`config.mk`:
```
export PLATFORM = sky130hd
export DESIGN_NAME = kaf_mul
export DESIGN_NICKNAME = d
export VERILOG_FILES = /design/src/rtl/core/kalman_angle_filter_unit_assert.svh /design/src/rtl/core/kaf_pkg.sv /design/src/rtl/core/kaf_mul.sv
export SDC_FILE = /design/constraint.sdc
export NUM_CORES = 2
export LEC_CHECK = 0
export BUFFER_PORTS_ARGS = -buffer_cell sky130_fd_sc_hd__buf_4
export CAP_MARGIN = 10
export CORE_MARGIN = 2
export CORE_UTILIZATION = 61
export DETAILED_ROUTE_END_ITERATION = 8
export GPL_ROUTABILITY_DRIVEN = 1
export HOLD_SLACK_MARGIN = 0.12
export PLACE_DENSITY = 0.78
export RECOVER_POWER = 25
export SYNTH_ARGS = -nofsm -noshare
export SYNTH_HDL_FRONTEND = slang
export SYNTH_SLANG_ARGS = --single-unit
```
`constraint.sdc`:
```
create_clock -name clk -period 15.6 [get_ports clk]
set_clock_uncertainty 0.2 [all_clocks]
set_input_delay 3.12 -clock clk [delete_from_list [all_inputs] [get_ports clk]]
set_output_delay 3.12 -clock clk [all_outputs]
set_load 0.03 [all_outputs]
```
`src/rtl/core/kalman_angle_filter_unit_assert.svh`:
```
// ---------------------------------------------------------------------------
// Assertion macros for the Kalman angle filter unit
// Concurrent assertion wrappers, empty in synthesis builds.
// ---------------------------------------------------------------------------
`ifndef KALMAN_ANGLE_FILTER_UNIT_ASSERT_SVH
`define KALMAN_ANGLE_FILTER_UNIT_ASSERT_SVH
`ifndef SYNTHESIS
`define KAF_ASSERT(label, clk, rst, prop, msg) \
  label: assert property (@(posedge clk) disable iff (rst) prop) else $error(msg);
`define KAF_ASSERT_NR(label, clk, prop, msg) \
  label: assert property (@(posedge clk) prop) else $error(msg);
`else
`define KAF_ASSERT(label, clk, rst, prop, msg)
`define KAF_ASSERT_NR(label, clk, prop, msg)
`endif
`endif

```
`src/rtl/core/kaf_pkg.sv`:
```
// ---------------------------------------------------------------------------
// Kalman angle filter package
// Shared constants, types and helpers for the angle filter core.
// ---------------------------------------------------------------------------
package kaf_pkg;
  localparam int ANGLE_FRAC_BITS_DEF = 16;
  localparam int COV_FRAC_BITS_DEF   = 24;
  localparam int DT_FRAC_BITS        = 16;
  localparam int DATA_W              = 32;
  localparam int IN_W                = 25;
  localparam int DT_W                = 16;
  localparam int CFG_IDX_W           = 2;
  localparam logic [31:0] ANGLE_NOISE_RESET = 32'd16777;
  localparam logic [31:0] BIAS_NOISE_RESET  = 32'd50332;
  localparam logic [31:0] MEAS_NOISE_RESET  = 32'd503316;

  localparam logic [CFG_IDX_W-1:0] REG_ANGLE_NOISE = 2'd0;
  localparam logic [CFG_IDX_W-1:0] REG_BIAS_NOISE  = 2'd1;
  localparam logic [CFG_IDX_W-1:0] REG_MEAS_NOISE  = 2'd2;

  localparam logic ACT_UPDATE = 1'b0;
  localparam logic ACT_LOAD   = 1'b1;

  // Operand request for the shared multiplier.
  typedef struct packed {
    logic               start;
    logic signed [34:0] a;
    logic signed [33:0] b;
    logic [5:0]         shift;
  } mul_req_t;

  // Division request.
  typedef struct packed {
    logic               start;
    logic signed [31:0] num;
    logic signed [33:0] den;
  } div_req_t;

  // Saturate a 66-bit signed value to 32 bits, flag set on clipping.
  function automatic logic [32:0] sat32(input logic signed [65:0] x);
    logic [32:0] r;
    if (x > 66'sd2147483647) r = {1'b1, 32'h7FFF_FFFF};
    else if (x < -66'sd2147483648) r = {1'b1, 32'h8000_0000};
    else r = {1'b0, x[31:0]};
    return r;
  endfunction
endpackage

```
`src/rtl/core/kaf_mul.sv`:
```
// ---------------------------------------------------------------------------
// Shared multiplier with rounding shift
// Signed 35x34 product from two 35x17 partial products, then
// floor(p / 2^n + 1/2).
// ---------------------------------------------------------------------------
module kaf_mul
  import kaf_pkg::*;
(
  input  logic               clk,
  input  logic               rst,
  input  mul_req_t           req,
  output logic               done,
  output logic signed [65:0] result
);
  logic signed [34:0] a_reg;
  logic signed [33:0] b_reg;
  logic [5:0]         shift_reg;
  logic signed [67:0] acc;
  logic [1:0]         phase;
  logic signed [67:0] part;
  logic signed [67:0] rnd;

  // Low half first (unsigned digit), then the signed high half.
  always_comb begin
    if (phase == 2'd1) begin
      part = 68'(a_reg) * $signed({1'b0, b_reg[16:0]});
    end else begin
      part = (68'(a_reg) * 68'($signed(b_reg[33:17]))) <<< 17;
    end
    rnd = acc + (68'sd1 <<< (shift_reg - 6'd1));
  end

  always_ff @(posedge clk) begin
    if (rst) begin
      phase <= 2'd0;
      done  <= 1'b0;
    end else begin
      done <= 1'b0;
      if (req.start) begin
        a_reg     <= req.a;
        b_reg     <= req.b;
        shift_reg <= req.shift;
        acc       <= '0;
        phase     <= 2'd1;
      end else if (phase == 2'd1) begin
        acc   <= part;
        phase <= 2'd2;
      end else if (phase == 2'd2) begin
        acc   <= acc + part;
        phase <= 2'd3;
      end else if (phase == 2'd3) begin
        result <= 66'(rnd >>> shift_reg);
        done   <= 1'b1;
        phase  <= 2'd0;
      end
    end
  end
endmodule

```
==> metrics list <==
- In this design, the critical path's most frequently occurring cell is sky130_fd_sc_hd__fa_1.
- The first global-routing pass estimated 307900 microns of wire.
- Antenna violations before repair: 2
* Flip-flop count of the largest register after layout: 68
- Number of core rows: 118
* Count of nets left with antenna violations after detail routing: 0
- Subtracting the final worst setup slack from the clock period gives 11.21 ns.
* Area Growth Syn to Fin: 4.613%
* Required time of the worst setup path: 15.86 ns
- The final reports fail on max-capacitance violations, max-slew violations.
- RSZ-0062 raised after global routing: no
* Post-synthesis cell count: 7374
- IO Port Bufs: 144
- Total routed wirelength: 192200 microns
* Die Y: 326.2 microns
- Area of the mapped netlist: 0.06333 sq mm
- After floorplanning, the core was sized to cover 0.1032 sq mm.
- Net count after synthesis: 8958
- At the worst endpoint, the arrival time is 11.47 ns.
- For this run, the post-layout net count is 8814.
* Dominant synthesized flop cell: sky130_fd_sc_hd__edfxtp_1
- CTS tree: built
* PostCTS Resize Cnt: 0
* Syn avg cell area: 8.588 sq um
* Number of hold buffers added after cts: 0
* Crit path max-delay family: compound AO/OA/AOI/OAI gates
* Critical Path Start Type: flip-flop
* Number of max-capacitance violations reported: 2
- The number of slew-limit violations in the final report came to 130.
- Total routing usage reported by global routing: 0.3682
* Critical path class: flip-flop to flip-flop
- F_max: 0.08919 GHz
- Crit-path max cell delay: 0.56 ns
- The routed layout has 53.33k vias.
* Worst min-delay path class: flip-flop to flip-flop
* Largest fanout on the critical path: 34
- In this run, synthesis produced a sequential element count of 212.
- Layout cell share with drive strength beyond 1: 0.05831
- Post-route DRC violation count: 0
* I/O pin total: 145
- Detailed router's first-iteration violation count: 5158
- Setup violations remaining at the end of the flow were counted as 0.
- After clock tree synthesis, the clock-pin slew on the worst setup and hold paths is 0.08 ns.
* Vias per std cell: 6.175
- Buffers added to address setup during post-CTS repair amount to 0.
* Run status: finished, violations left
- CTS saw 212 sinks.
- The hold violation count in the final report is 0.
- Entering global routing, the biggest net connects 70 pins.
- Final clock period utilization by the worst path: 0.7187
- Remaining max-slew budget at the tightest pin: -1.264
* Transition time at the pin with the least slew margin: 3.396 ns
- The clock passes through at most 3 buffers.
- For this design, the slowest cell found on the critical path is sky130_fd_sc_hd__or4_1.
- CTS built an H-tree with a depth of 1.
- The number of global-route vias before repair came to 55.62k.
- STA classifies the critical path endpoint as a flip-flop.
- In this run the horizontal extent of the chip is 326.2 microns.
- Overflow after GRT: 0
* Number of buffers inserted during clock tree synthesis: 30
* Total iterations of the first detailed-routing run: 8
* Number of synthesized flops with an enable pin: 209
* Die area: 0.1064 sq mm
- Post-synth ARST share: 0
* Accumulated negative setup slack: 0 ns
- Together, buffers and inverters on the worst path number 5.
- Count of warnings emitted by yosys: 0
* Sequential share of the synthesized area: 0.1001
* Sum of net half-perimeters after detailed placement: 150500 microns
- Wirelength per Cell: 22.26 microns
* Initial standard-cell utilization of the core: 0.6136
- Insertion delay to the later sink of the worst-skew pair: 0.67 ns
- Count of different cell masters after synthesis: 108
- At the end of routability-driven placement, the weighted congestion stood at 1.008.
- Clock tree root driver cell: sky130_fd_sc_hd__clkbuf_16
[final cells by class]
class                      instances  area, sq um
antenna                            2        5.005
clock buffer                      34        765.7
clock inverter                    22        187.7
fill                            8593        36950
inverter                        1342         5037
multi-input combinational       5390        50320
sequential                       212         6336
tap                             1380         1727
timing repair buffer             254         1873
[cell usage after synthesis (all sizes together), types with 22 or more instances]
cell | count | area [sq um]
xor2 | 75 | 656.9
o21a | 57 | 427.9
or2 | 24 | 150.1
clkbuf | 379 | 1424
nor3 | 115 | 585.6
edfxtp | 209 | 6276
o21bai | 36 | 270.3
a31oi | 38 | 237.7
a21boi | 44 | 337.8
buf | 51 | 239.0
o221ai | 22 | 192.7
nand2 | 998 | 3749
mux2 | 26 | 292.8
a221oi | 24 | 229.0
ha | 378 | 4730
nand3 | 70 | 350.3
mux2i | 79 | 803.3
fa | 1128 | 22580
a2111oi | 22 | 242.7
nand4 | 61 | 381.6
a211oi | 65 | 503.0
nand2b | 43 | 269.0
o211ai | 36 | 275.3
xnor2 | 137 | 1207
a21o | 127 | 953.4
o21ai | 222 | 1115
and2 | 525 | 3284
inv | 1338 | 5022
nor2 | 268 | 1008
a21oi | 351 | 1779
or3 | 31 | 198.9
and3 | 41 | 256.5
a211o | 22 | 201.5
[metal layers]
metal	part of all wire	up-vias	global-route usage
met5	0.000052	-	0
met4	0.050	2	0.1634
met3	0.093	563	0.06315
met2	0.46	2785	0.5959
met1	0.40	26570	0.4884
li1	-	23410	-
[path summary, 6_finish.rpt]
kind,from,to,slack [ns],depth (start not counted)
setup / recovery,a_reg[11],acc[66],4.39,36
hold / removal,phase[1],phase[1],0.40,2
setup reg to reg,a_reg[11],acc[66],4.39,36
hold reg to reg,phase[1],phase[1],0.40,2
[cells in the final DEF (no fill, tap or decap), types with 113 or more instances in the layout]
cell type,synthesis,layout
sky130_fd_sc_hd__nor3_1,113,113
sky130_fd_sc_hd__o21ai_0,202,202
sky130_fd_sc_hd__a21oi_1,347,347
sky130_fd_sc_hd__a21o_1,127,127
sky130_fd_sc_hd__nor2_1,267,267
sky130_fd_sc_hd__ha_1,378,377
sky130_fd_sc_hd__and2_1,525,525
sky130_fd_sc_hd__fa_1,1128,1128
sky130_fd_sc_hd__inv_1,1337,1336
sky130_fd_sc_hd__xnor2_1,136,136
sky130_fd_sc_hd__buf_4,3,176
sky130_fd_sc_hd__edfxtp_1,209,209
sky130_fd_sc_hd__nand2_1,997,997
[tightest hold or removal path: cells and delay by family, from the launching register on]
kind,cells,cell delay [ns]
flops,1,0.35
mux,1,0.15
simple gates,1,0.06
[cells by family after synthesis]
kind of cell | after synthesis | synth area share
AND/OR/NAND/NOR | 2260 | 0.1718
flip-flops | 212 | 0.1001
adder cells (fa/ha/maj) | 1506 | 0.4313
XOR/XNOR | 212 | 0.02944
AO/OA/AOI/OAI | 1290 | 0.1383
multiplexers | 122 | 0.02335
buffers and inverters | 1772 | 0.1058
[metrics by stage]
step,setup slack [ns],instance area (sq um),cells,hold slack [ns],utilization
global placement,4.699,65340,8578,0.3687,0.6331
global route,3.672,66240,8634,0.4804,0.6419
CTS,4.438,66290,8634,0.4018,0.6424
floorplan,4.420,63330,7374,0.3205,-
finish,4.388,66250,8636,0.3992,0.6419
detailed placement,4.478,65340,8578,0.3943,0.6331
Power is not shown: default switching activity piles up to over one toggle a cycle in this logic, so the estimate is an artifact.
