===== src/rtl/core/kalman_angle_filter_unit_assert.svh =====
// ---------------------------------------------------------------------------
// Assertion macros for the Kalman angle filter unit
// Concurrent assertion wrappers, empty in synthesis builds.
// ---------------------------------------------------------------------------
`ifndef KALMAN_ANGLE_FILTER_UNIT_ASSERT_SVH
`define KALMAN_ANGLE_FILTER_UNIT_ASSERT_SVH
`ifndef SYNTHESIS
`define KAF_ASSERT(label, clk, rst, prop, msg) \
  label: assert property (@(posedge clk) disable iff (rst) prop) else $error(msg);
`define KAF_ASSERT_NR(label, clk, prop, msg) \
  label: assert property (@(posedge clk) prop) else $error(msg);
`else
`define KAF_ASSERT(label, clk, rst, prop, msg)
`define KAF_ASSERT_NR(label, clk, prop, msg)
`endif
`endif


===== src/rtl/core/kaf_pkg.sv =====
// ---------------------------------------------------------------------------
// Kalman angle filter package
// Shared constants, types and helpers for the angle filter core.
// ---------------------------------------------------------------------------
package kaf_pkg;
  localparam int ANGLE_FRAC_BITS_DEF = 16;
  localparam int COV_FRAC_BITS_DEF   = 24;
  localparam int DT_FRAC_BITS        = 16;
  localparam int DATA_W              = 32;
  localparam int IN_W                = 25;
  localparam int DT_W                = 16;
  localparam int CFG_IDX_W           = 2;
  localparam logic [31:0] ANGLE_NOISE_RESET = 32'd16777;
  localparam logic [31:0] BIAS_NOISE_RESET  = 32'd50332;
  localparam logic [31:0] MEAS_NOISE_RESET  = 32'd503316;

  localparam logic [CFG_IDX_W-1:0] REG_ANGLE_NOISE = 2'd0;
  localparam logic [CFG_IDX_W-1:0] REG_BIAS_NOISE  = 2'd1;
  localparam logic [CFG_IDX_W-1:0] REG_MEAS_NOISE  = 2'd2;

  localparam logic ACT_UPDATE = 1'b0;
  localparam logic ACT_LOAD   = 1'b1;

  // Operand request for the shared multiplier.
  typedef struct packed {
    logic               start;
    logic signed [34:0] a;
    logic signed [33:0] b;
    logic [5:0]         shift;
  } mul_req_t;

  // Division request.
  typedef struct packed {
    logic               start;
    logic signed [31:0] num;
    logic signed [33:0] den;
  } div_req_t;

  // Saturate a 66-bit signed value to 32 bits, flag set on clipping.
  function automatic logic [32:0] sat32(input logic signed [65:0] x);
    logic [32:0] r;
    if (x > 66'sd2147483647) r = {1'b1, 32'h7FFF_FFFF};
    else if (x < -66'sd2147483648) r = {1'b1, 32'h8000_0000};
    else r = {1'b0, x[31:0]};
    return r;
  endfunction
endpackage


===== src/rtl/core/kaf_div.sv =====
// ---------------------------------------------------------------------------
// Restoring divider
// Signed quotient truncated toward zero, its sign taken from the numerator alone, one quotient bit per cycle.
// ---------------------------------------------------------------------------
module kaf_div
  import kaf_pkg::*;
#(
  parameter int COV_FRAC_BITS = COV_FRAC_BITS_DEF
) (
  input  logic               clk,
  input  logic               rst,
  input  div_req_t           req,
  output logic               done,
  output logic signed [65:0] quotient
);
  localparam int NW = 32 + COV_FRAC_BITS + 1;
  localparam int CW = $clog2(NW + 1);

  logic [NW-1:0] num_mag;
  logic [33:0]   den_mag;
  logic [34:0]   rem;
  logic [NW-1:0] quo;
  logic          neg;
  logic [CW-1:0] count;
  logic          busy;
  logic [34:0]   trial;

  assign trial = {rem[33:0], num_mag[NW-1]};

  always_ff @(posedge clk) begin
    if (rst) begin
      busy <= 1'b0;
      done <= 1'b0;
    end else begin
      done <= 1'b0;
      if (req.start) begin
        num_mag <= NW'(req.num[31] ? -(NW'($signed(req.num))) : NW'(req.num))
                   << COV_FRAC_BITS;
        den_mag <= req.den[33] ? 34'(-req.den) : 34'(req.den);
        neg     <= req.num[31];
        rem     <= '0;
        quo     <= '0;
        count   <= CW'(NW);
        busy    <= 1'b1;
      end else if (busy) begin
        // One restoring step per cycle.
        num_mag <= num_mag << 1;
        if (trial >= {1'b0, den_mag}) begin
          rem <= trial - {1'b0, den_mag};
          quo <= {quo[NW-2:0], 1'b1};
        end else begin
          rem <= trial;
          quo <= {quo[NW-2:0], 1'b0};
        end
        count <= count - CW'(1);
        if (count == CW'(1)) begin
          busy <= 1'b0;
          done <= 1'b1;
        end
      end
    end
  end

  assign quotient = neg ? -66'($signed({1'b0, quo})) : 66'($signed({1'b0, quo}));
endmodule

===== config.mk =====
export PLATFORM = sky130hd
export DESIGN_NAME = kaf_div
export DESIGN_NICKNAME = d
export VERILOG_FILES = /design/src/rtl/core/kalman_angle_filter_unit_assert.svh /design/src/rtl/core/kaf_pkg.sv /design/src/rtl/core/kaf_div.sv
export SDC_FILE = /design/constraint.sdc
export NUM_CORES = 1
export LEC_CHECK = 0
export BUFFER_PORTS_ARGS = -buffer_cell sky130_fd_sc_hd__buf_2
export CORE_ASPECT_RATIO = 1.1
export CORE_MARGIN = 1.5
export CORE_UTILIZATION = 59
export DETAILED_ROUTE_END_ITERATION = 6
export PLACE_DENSITY = 0.81
export REMOVE_ABC_BUFFERS = 1
export SLEW_MARGIN = 15
export SYNTH_ARGS = -nofsm -noshare
export SYNTH_HDL_FRONTEND = slang
export SYNTH_SLANG_ARGS = --single-unit

===== constraint.sdc =====
create_clock -name clk -period 8 [get_ports clk]
set_input_delay 0.4 -clock clk [delete_from_list [all_inputs] [get_ports clk]]
set_output_delay 0.4 -clock clk [all_outputs]
set_load 0.05 [all_outputs]

==> impl_metrics.json, run 1 <==
{
  "grt_pass1_wl_um": 41300,
  "cts_sinks": 167,
  "cp-start-kind": "flop",
  "rsz0062_at_grt": "no",
  "synthesis.area_um2": 11000,
  "cp_data_required_time_ps": 7600,
  "numCtsBuffers": 17,
  "setup_ws_ps": 3750,
  "die_x_um": 133,
  "cts-root-buf": "clkbuf_16",
  "diodes": 0,
  "layout.cells.non_filler": 1480,
  "end_kind": "primary output",
  "wl_per_cell_um": 16.7,
  "synth.avg_cell_area_um2": 9.86,
  "antenna_found_initial": 0,
  "period_share_pct": 53.1,
  "max_slew_margin_pct": 25.7,
  "pre_cts_slack_ps": 4200,
  "wl_met3_um": 1380,
  "status": "finished, final reports clean",
  "place_inst": 1448,
  "grt_max_degree": 84,
  "synth_cells": 1117,
  "max-cap-violations": 0,
  "grt_pass1_vias": 8534,
  "first_pass_iters": 5,
  "hold_ws_ps": 222,
  "synth_area_leaders": "edfxtp_1 (45%), xnor2_1 (8.3%), ha_1 (4.4%)",
  "final.fill_count": 1442,
  "fp.dieArea_um2": 19500,
  "fp.dieH_um": 146,
  "synth_most_common_cell": "edfxtp_1",
  "met1_length_um": 10700,
  "crit_arrival_ps": 3850,
  "synthDistinctLibCells": 61,
  "port-buffer-count": 135,
  "synth_top_area_share_pct": 45.0,
  "nets": 1333,
  "synth_seq_cells": 167,
  "ctsLongestPathBuffers": 2,
  "cts_tree": "done",
  "syn_to_final_growth_pct": 13.1,
  "hold_class": "input pin to flop",
  "cts.repair.resized": 0,
  "yosysWarnings": 0,
  "grt_usage_pct": 26.0,
  "ys_seq_area_share_pct": 45.4,
  "drive_above_1_share_pct": 15.8,
  "grt_overflow_total": 0,
  "core_area_um2": 18300,
  "critPathMaxFanout": 8,
  "fin_setup_tns_ps": 0,
  "top_layer_used": "met4",
  "ctsHoldBuffers": 0,
  "r2r_slack_ps": 4150,
  "ant_nets": 0,
  "path_cells": "or4_1 -> nor4_1 -> nand2_1 -> or4_1 -> nor2_1 -> nand2_1 -> or2_1 -> o31ai_1 -> xnor2_1 -> buf_2",
  "crit_slowest_cell": "or4_1",
  "yosysTopAreaCell": "edfxtp_1",
  "rows": 52,
  "synth_common_cells": "edfxtp_1 (165), xnor2_1 (104), a21oi_1 (94), o21ai_0 (75), nor2_1 (67)",
  "htree_num_levels": 4,
  "clock_skew_ps": 10.6,
  "power.density_nw_per_um2": 215,
  "clock_latency_ps": 430,
  "drc": 0,
  "start_util_pct": 60.0,
  "io_pins": 136,
  "crit_type": "flop to primary output",
  "drt-initial-drc-count": 681,
  "synth-async-reset-ratio_pct": 0,
  "place.gp.congestion": 0.979,
  "period_minus_slack_ps": 4250,
  "hpwl_um": 16800,
  "synth_edf_count": 165,
  "setup_viol": 0,
  "routed_wl_um": 24600,
  "postCtsSetupRepairBufs": 0,
  "static-leakage-power_nw": 4.73,
  "wl_met2_um": 12000,
  "timing.fmax_ghz": 0.235,
  "max_stage_delay_ps": 610,
  "clk_pin_slew_ps": 70,
  "ys.flop_type": "edfxtp_1",
  "tightestPinTransition_ps": 1110,
  "maxSlewViolCount": 0,
  "via_per_inst": 6.03,
  "finalHoldViolations": 0,
  "vias": 8930,
  "vdd_drop_max_mv": 0.166
}
[per-stage QoR]
| stage | instance area (µm²) | total power, mW | util, % |
|---|---|---|---|
| floorplan | 10800 | 1.66 | - |
| global placement | 11900 | 1.83 | 64.7 |
| detailed placement | 11900 | 1.85 | 64.7 |
| CTS | 12500 | 2.68 | 67.9 |
| global route | 12500 | 2.80 | 67.9 |
| finish | 12500 | 2.68 | 67.9 |
[metal layers]
metal | vias up | global-route usage, %
met5 | - | 0
met4 | 0 | 7.99
met3 | 45 | 4.24
met2 | 299 | 43.5
met1 | 4267 | 34.7
li1 | 4319 | -
[layout make-up]
type | instances | area (µm²) | area share, %
Tap cell | 243 | 304 | 2.44
Inverter | 52 | 195 | 1.57
Clock inverter | 15 | 168 | 1.35
Timing Repair Buffer | 143 | 738 | 5.93
Multi-Input combinational cell | 843 | 5630 | 45.2
Clock buffer | 17 | 425 | 3.41
Sequential cell | 167 | 4990 | 40.1
[report_power, final]
part / switching [mW] / total (mW) / internal (mW)
Sequential: 0.0402 / 1.09 / 1.05
Clock: 0.370 / 0.837 / 0.468
Combinational: 0.488 / 0.751 / 0.263
Total: 0.898 / 2.68 / 1.78
[worst paths after layout]
| kind | startpoint | end | cells after the start |
|---|---|---|---|
| max | quo[4] | quotient[55] | 10 |
| max reg2reg | rem[8] | rem[24] | 10 |
| min reg2reg | busy | done | 1 |
| min | req[0] | den_mag[0] | 1 |
[cell usage in the layout, fill, tap and decap left out, types with 4 or more instances in the layout]
cell type,n
edfxtp_1,165
buf_2,134
xnor2_1,104
a21oi_1,94
o21ai_0,75
nor2_1,65
nand2_1,61
nor2b_1,59
inv_1,51
xor2_1,42
nand3_1,40
ha_1,39
o31ai_1,29
a21o_1,25
or4_1,19
nor3_1,18
or3_1,17
clkbuf_16,17
o41ai_1,15
nor4_1,13
nand2b_1,13
and3_1,11
o31a_1,9
o21a_1,9
a211oi_1,9
buf_4,9
or2_2,7
a21boi_0,5
o21bai_1,5
and2_1,5
nand4_1,5
o211ai_1,5
or4_4,4
o2bb2ai_1,4
inv_6,4
[cells by family after synthesis]
family,Yosys count,synth area share (%)
and+or+nand+nor,349,16.8
AOI/OAI and AO/OA,307,17.8
DFF,167,45.4
xor gates and xnor gates,146,11.6
buffers and inverters,107,3.68
adders and majority gates,40,4.61
muxes,1,0.0909
[sequential cells by signal, indices dropped and copies added, names as in the netlist]
register / cells
den_mag: 34
rem: 34
done: 1
count: 6
quo: 57
neg: 1
num_mag: 33
busy: 1
[worst max-delay path, delay by kind of cell, from the launching register on]
family                 cells  cell delay, ps
AND/OR/NAND/NOR            7            2250
flip-flops                 1             450
buffers and inverters      1             280
AO/OA/AOI/OAI              1             270
XOR/XNOR                   1             150
Power figures use the tool's default switching activity.
==> run 2, diff against run 1 <==
==> constraint.sdc (replaced) <==
create_clock -name clk -period 4.1 [get_ports clk]
set_input_delay 0.205 -clock clk [delete_from_list [all_inputs] [get_ports clk]]
set_output_delay 0.205 -clock clk [all_outputs]
set_load 0.05 [all_outputs]
==> impl_metrics.json, run 2 (synthesis results as in run 1) <==
{
  "fin_setup_tns_ps": 0,
  "startpoint": "quo[21]",
  "static-leakage-power_nw": 4.74,
  "io_pins": 136,
  "cp-start-kind": "flop",
  "hpwl_um": 17300,
  "setup_viol": 0,
  "syn_to_final_growth_pct": 13.6,
  "cts_tree": "done",
  "largest_reg_flops": 57,
  "power_frac_comb_pct": 28.8,
  "drive_above_1_share_pct": 16.6,
  "reg2reg_from": "rem[8]",
  "p_switching_mw": 1.75,
  "power.density_nw_per_um2": 409,
  "first_pass_iters": 7,
  "port-buffer-count": 135,
  "fp.dieH_um": 146,
  "internal-power_mw": 3.36,
  "htree_num_levels": 4,
  "max_slew_margin_pct": 31.1,
  "swShare_pct": 34.2,
  "grt_usage_pct": 25.4,
  "period_minus_slack_ps": 3900,
  "vdd_drop_max_mv": 0.297,
  "drt-initial-drc-count": 734,
  "drc": 0,
  "start_util_pct": 60.0,
  "max-cap-violations": 0,
  "seq_power_share_pct": 41.8,
  "wl_per_cell_um": 16.6,
  "cts_sinks": 167,
  "status": "finished, final reports clean",
  "crit_type": "flop to primary output",
  "cp_data_required_time_ps": 3890,
  "grt_pass1_vias": 8352,
  "grt_overflow_total": 0,
  "timing.fmax_ghz": 0.257,
  "power.share.clock_pct": 29.5,
  "diodes": 0,
  "ant_nets": 0,
  "routed_wl_um": 24700,
  "crit_arrival_ps": 3690,
  "hold_class": "input pin to flop",
  "period_share_pct": 95.1,
  "cts-root-buf": "clkbuf_16",
  "fp.dieArea_um2": 19500,
  "ctsLongestPathBuffers": 2,
  "maxSlewViolCount": 0,
  "finalHoldViolations": 0,
  "vias": 8953,
  "top_register": "quo",
  "via_per_inst": 6.02,
  "fin_total_pwr_mw": 5.11,
  "r2r_slack_ps": 620,
  "die_x_um": 133,
  "antenna_found_initial": 0,
  "end_kind": "primary output",
  "critPathMaxFanout": 8,
  "clock_latency_ps": 430,
  "place.gp.congestion": 0.957,
  "tightestPinTransition_ps": 1030,
  "layout_commonest_cell": "edfxtp_1",
  "rows": 52,
  "nets": 1339,
  "grt_pass1_wl_um": 40100,
  "reg.largest.list": "quo: 57 flops, den_mag: 34 flops, rem: 34 flops",
  "clk_pin_slew_ps": 70,
  "grt_max_degree": 87,
  "numCtsBuffers": 17,
  "worstHoldStart": "req[0]",
  "mostFrequentLayoutCells": "edfxtp_1 (165), buf_2 (132), xnor2_1 (104), a21oi_1 (94), o21ai_0 (75)",
  "clock_skew_ps": 7.80,
  "core_area_um2": 18300
}
-- run 2: power by group through the flow --
| stage | combinational [mW] | sequential (mW) | clock, mW |
|---|---|---|---|
| after floorplan | 1.07 | 2.17 | 0 |
| after global placement | 1.42 | 2.16 | 0 |
| after detailed placement | 1.44 | 2.17 | 0 |
| after CTS | 1.46 | 2.13 | 1.52 |
| after global routing | 1.60 | 2.15 | 1.59 |
| final | 1.47 | 2.13 | 1.51 |
-- run 2: layer usage --
layer	global-route usage, %	wire length (µm)	share of wire [%]
met1	34.0	11000	45
met2	42.3	11900	48
met3	4.03	1270	5.1
met4	8.75	501	2.0
met5	0	0	0
-- run 2: critical path: stages (launching register included) --
cell and delay, ps:
edfxtp_1 430, or3_1 440, or4_1 470, or4_4 480, nor4_4 200, nand2_1 170
or2_2 380, o31ai_2 250, xnor2_1 170, clkbuf_4 260
-- run 2: timing repair --
| item | CTS | global route |
|---|---|---|
| hold buffers | 0 | 0 |
| resized for setup | 1 | 8 |
| endpoints found under the setup margin | 1 | 10 |
| setup buffers | 0 | 0 |
-- run 2: cell type report --
type                    count  area, µm²
clock inverters            14        116
inverters                  52        195
multi-input cells         843       5670
flip-flops and latches    167       4990
clock buffers              18        429
well taps                 243        304
fillers                  1447       5840
repair buffers            149        801
-- run 2: final timing paths --
kind,to,cells after the start
setup / recovery,quotient[52],9
setup reg to reg,rem[20],11
hold reg to reg,done,1
hold / removal,den_mag[0],1
-- run 2: per-stage QoR --
step / util (%) / worst slack [ps] / hold WS (ps) / cells / cell area, µm²
2_1_floorplan: - / -2370 / 281 / 1062 / 10800
3_3_place_gp: 65.0 / 646 / 438 / 1454 / 11900
3_5_place_dp: 65.0 / 474 / 450 / 1454 / 11900
4_1_cts: 68.0 / 6.90 / 2.17 / 1486 / 12500
5_1_grt: 68.2 / -0.131 / 4.88 / 1486 / 12500
6_report: 68.2 / 203 / 14.1 / 1486 / 12500
==> run 3, diff against run 2 <==
--- a/config.mk
+++ b/config.mk
@@ -11,6 +11,7 @@
 export CORE_UTILIZATION = 59
 export DETAILED_ROUTE_END_ITERATION = 6
 export PLACE_DENSITY = 0.81
+export RECOVER_POWER = 50
 export REMOVE_ABC_BUFFERS = 1
 export SLEW_MARGIN = 15
 export SYNTH_ARGS = -nofsm -noshare
==> impl_metrics.json, run 3 (synthesis results as in run 1) <==
{
  "grt_usage_pct": 25.4,
  "place.gp.congestion": 0.957,
  "top_layer_used": "met4",
  "cp_data_required_time_ps": 3890,
  "htree_num_levels": 4,
  "ctsHoldBuffers": 0,
  "cts_sinks": 167,
  "die_x_um": 133,
  "dpl-instance-area_um2": 11900,
  "wl_met3_um": 1280,
  "cts-root-buf": "clkbuf_16",
  "hold_ws_ps": -30.7,
  "vdd_drop_max_mv": 0.297,
  "clock_latency_ps": 430,
  "pre_cts_slack_ps": 474,
  "cts_tree": "done",
  "fin_area_um2": 12500,
  "status": "finished, violations left",
  "tightestPinTransition_ps": 2960,
  "static-leakage-power_nw": 4.70,
  "first_pass_iters": 5,
  "end_kind": "primary output",
  "wl_per_cell_um": 16.6,
  "drc": 0,
  "clock_skew_ps": 7.48,
  "drive_above_1_share_pct": 15.5,
  "critPathMaxFanout": 8,
  "met1_length_um": 10900,
  "core_area_um2": 18300,
  "via_per_inst": 6.01,
  "hpwl_um": 17300,
  "ctsLongestPathBuffers": 2,
  "top_register": "quo",
  "ant_nets": 0,
  "hold_class": "input pin to flop",
  "crit_type": "flop to primary output",
  "wl_met2_um": 12000,
  "largest_reg_flops": 57,
  "vias": 8935,
  "antenna_found_initial": 0,
  "max-cap-violations": 2,
  "fp.dieArea_um2": 19500,
  "nets": 1339,
  "io_pins": 136,
  "grt_pass1_vias": 8352,
  "period_share_pct": 94.8,
  "grt_pass1_wl_um": 40100,
  "cp-start-kind": "flop",
  "violations": "negative hold slack, max-capacitance violations, max-slew violations",
  "start_util_pct": 60.0,
  "timing.fmax_ghz": 0.257,
  "port-buffer-count": 135,
  "clk_pin_slew_ps": 70,
  "layout_commonest_cell": "edfxtp_1",
  "routed_wl_um": 24700,
  "max_slew_margin_pct": -97.8,
  "finalHoldViolations": 1,
  "grt_overflow_total": 0,
  "syn_to_final_growth_pct": 13.1,
  "maxSlewViolCount": 62,
  "final.fill_count": 1464,
  "drt-initial-drc-count": 686,
  "reg.largest.list": "quo: 57 flops, den_mag: 34 flops, rem: 34 flops",
  "rows": 52,
  "fp.dieH_um": 146,
  "power.density_nw_per_um2": 410,
  "numCtsBuffers": 17,
  "diodes": 0,
  "fin_total_pwr_mw": 5.11,
  "crit_arrival_ps": 3680,
  "period_minus_slack_ps": 3890,
  "setup_ws_ps": 215,
  "mostFrequentLayoutCells": "edfxtp_1 (165), buf_2 (123), xnor2_1 (104), a21oi_1 (94), o21ai_0 (75)",
  "grt_max_degree": 87,
  "setup_viol": 0
}
[run 3: cell types whose count changed in the layout (fill, tap and decap cells not counted), moves of 3 or more]
| cell | change |
|---|---|
| clkbuf_2 | +3 |
| buf_2 | -9 |
| clkbuf_1 | +9 |
| buf_4 | -4 |
[run 3: cell type report]
cell class / count / area [µm²] / share of cell area, %
Inverter: 52 / 195 / 1.57
Timing Repair Buffer: 149 / 769 / 6.18
Multi-Input combinational cell: 843 / 5650 / 45.3
Clock buffer: 18 / 429 / 3.45
Tap cell: 243 / 304 / 2.44
Clock inverter: 14 / 116 / 0.934
Sequential cell: 167 / 4990 / 40.1
[run 3: per-layer routing]
layer  global-route usage [%]  up-vias
li1                         -     4330
met3                     4.03       43
met2                     42.3      290
met5                        0        -
met1                     34.0     4272
met4                     8.75        0
[run 3: path summary, 6_finish.rpt]
| kind | start | to | depth (start not counted) | slack [ps] |
|---|---|---|---|---|
| max reg2reg | rem[7] | rem[20] | 11 | 610 |
| min reg2reg | busy | done | 1 | 490 |
| min | rst | done | 2 | -30 |
| max | quo[21] | quotient[52] | 9 | 210 |
[run 3: repair_timing]
item | 4_1_cts | 5_1_grt
cloned | 0 | 0
gates resized for setup | 1 | 8
setup endpoints to repair | 1 | 10
buffers inserted | 0 | 0
pin swaps | 0 | 0
[run 3: critical path: stages (launching register included)]
cell      delay, ps
edfxtp_1        430
or3_1           440
or4_1           470
or4_4           480
nor4_4          200
nand2_1         170
or2_2           380
o31ai_2         250
xnor2_1         170
clkbuf_4        260
[run 3: per-stage QoR]
stage / TNS, ps / cells / util (%)
2_1_floorplan: -367870 / 1062 / -
4_1_cts: 0 / 1486 / 68.0
6_report: 0 / 1486 / 67.9
3_5_place_dp: 0 / 1454 / 65.0
5_1_grt: -2.52 / 1486 / 67.9
3_3_place_gp: 0 / 1454 / 65.0
[run 3: power breakdown]
group	leakage, nW	internal, mW	total, mW	switching, mW
clock	0.249	0.788	1.51	0.718
sequential	1.60	2.05	2.14	0.0830
combinational	2.85	0.521	1.47	0.945
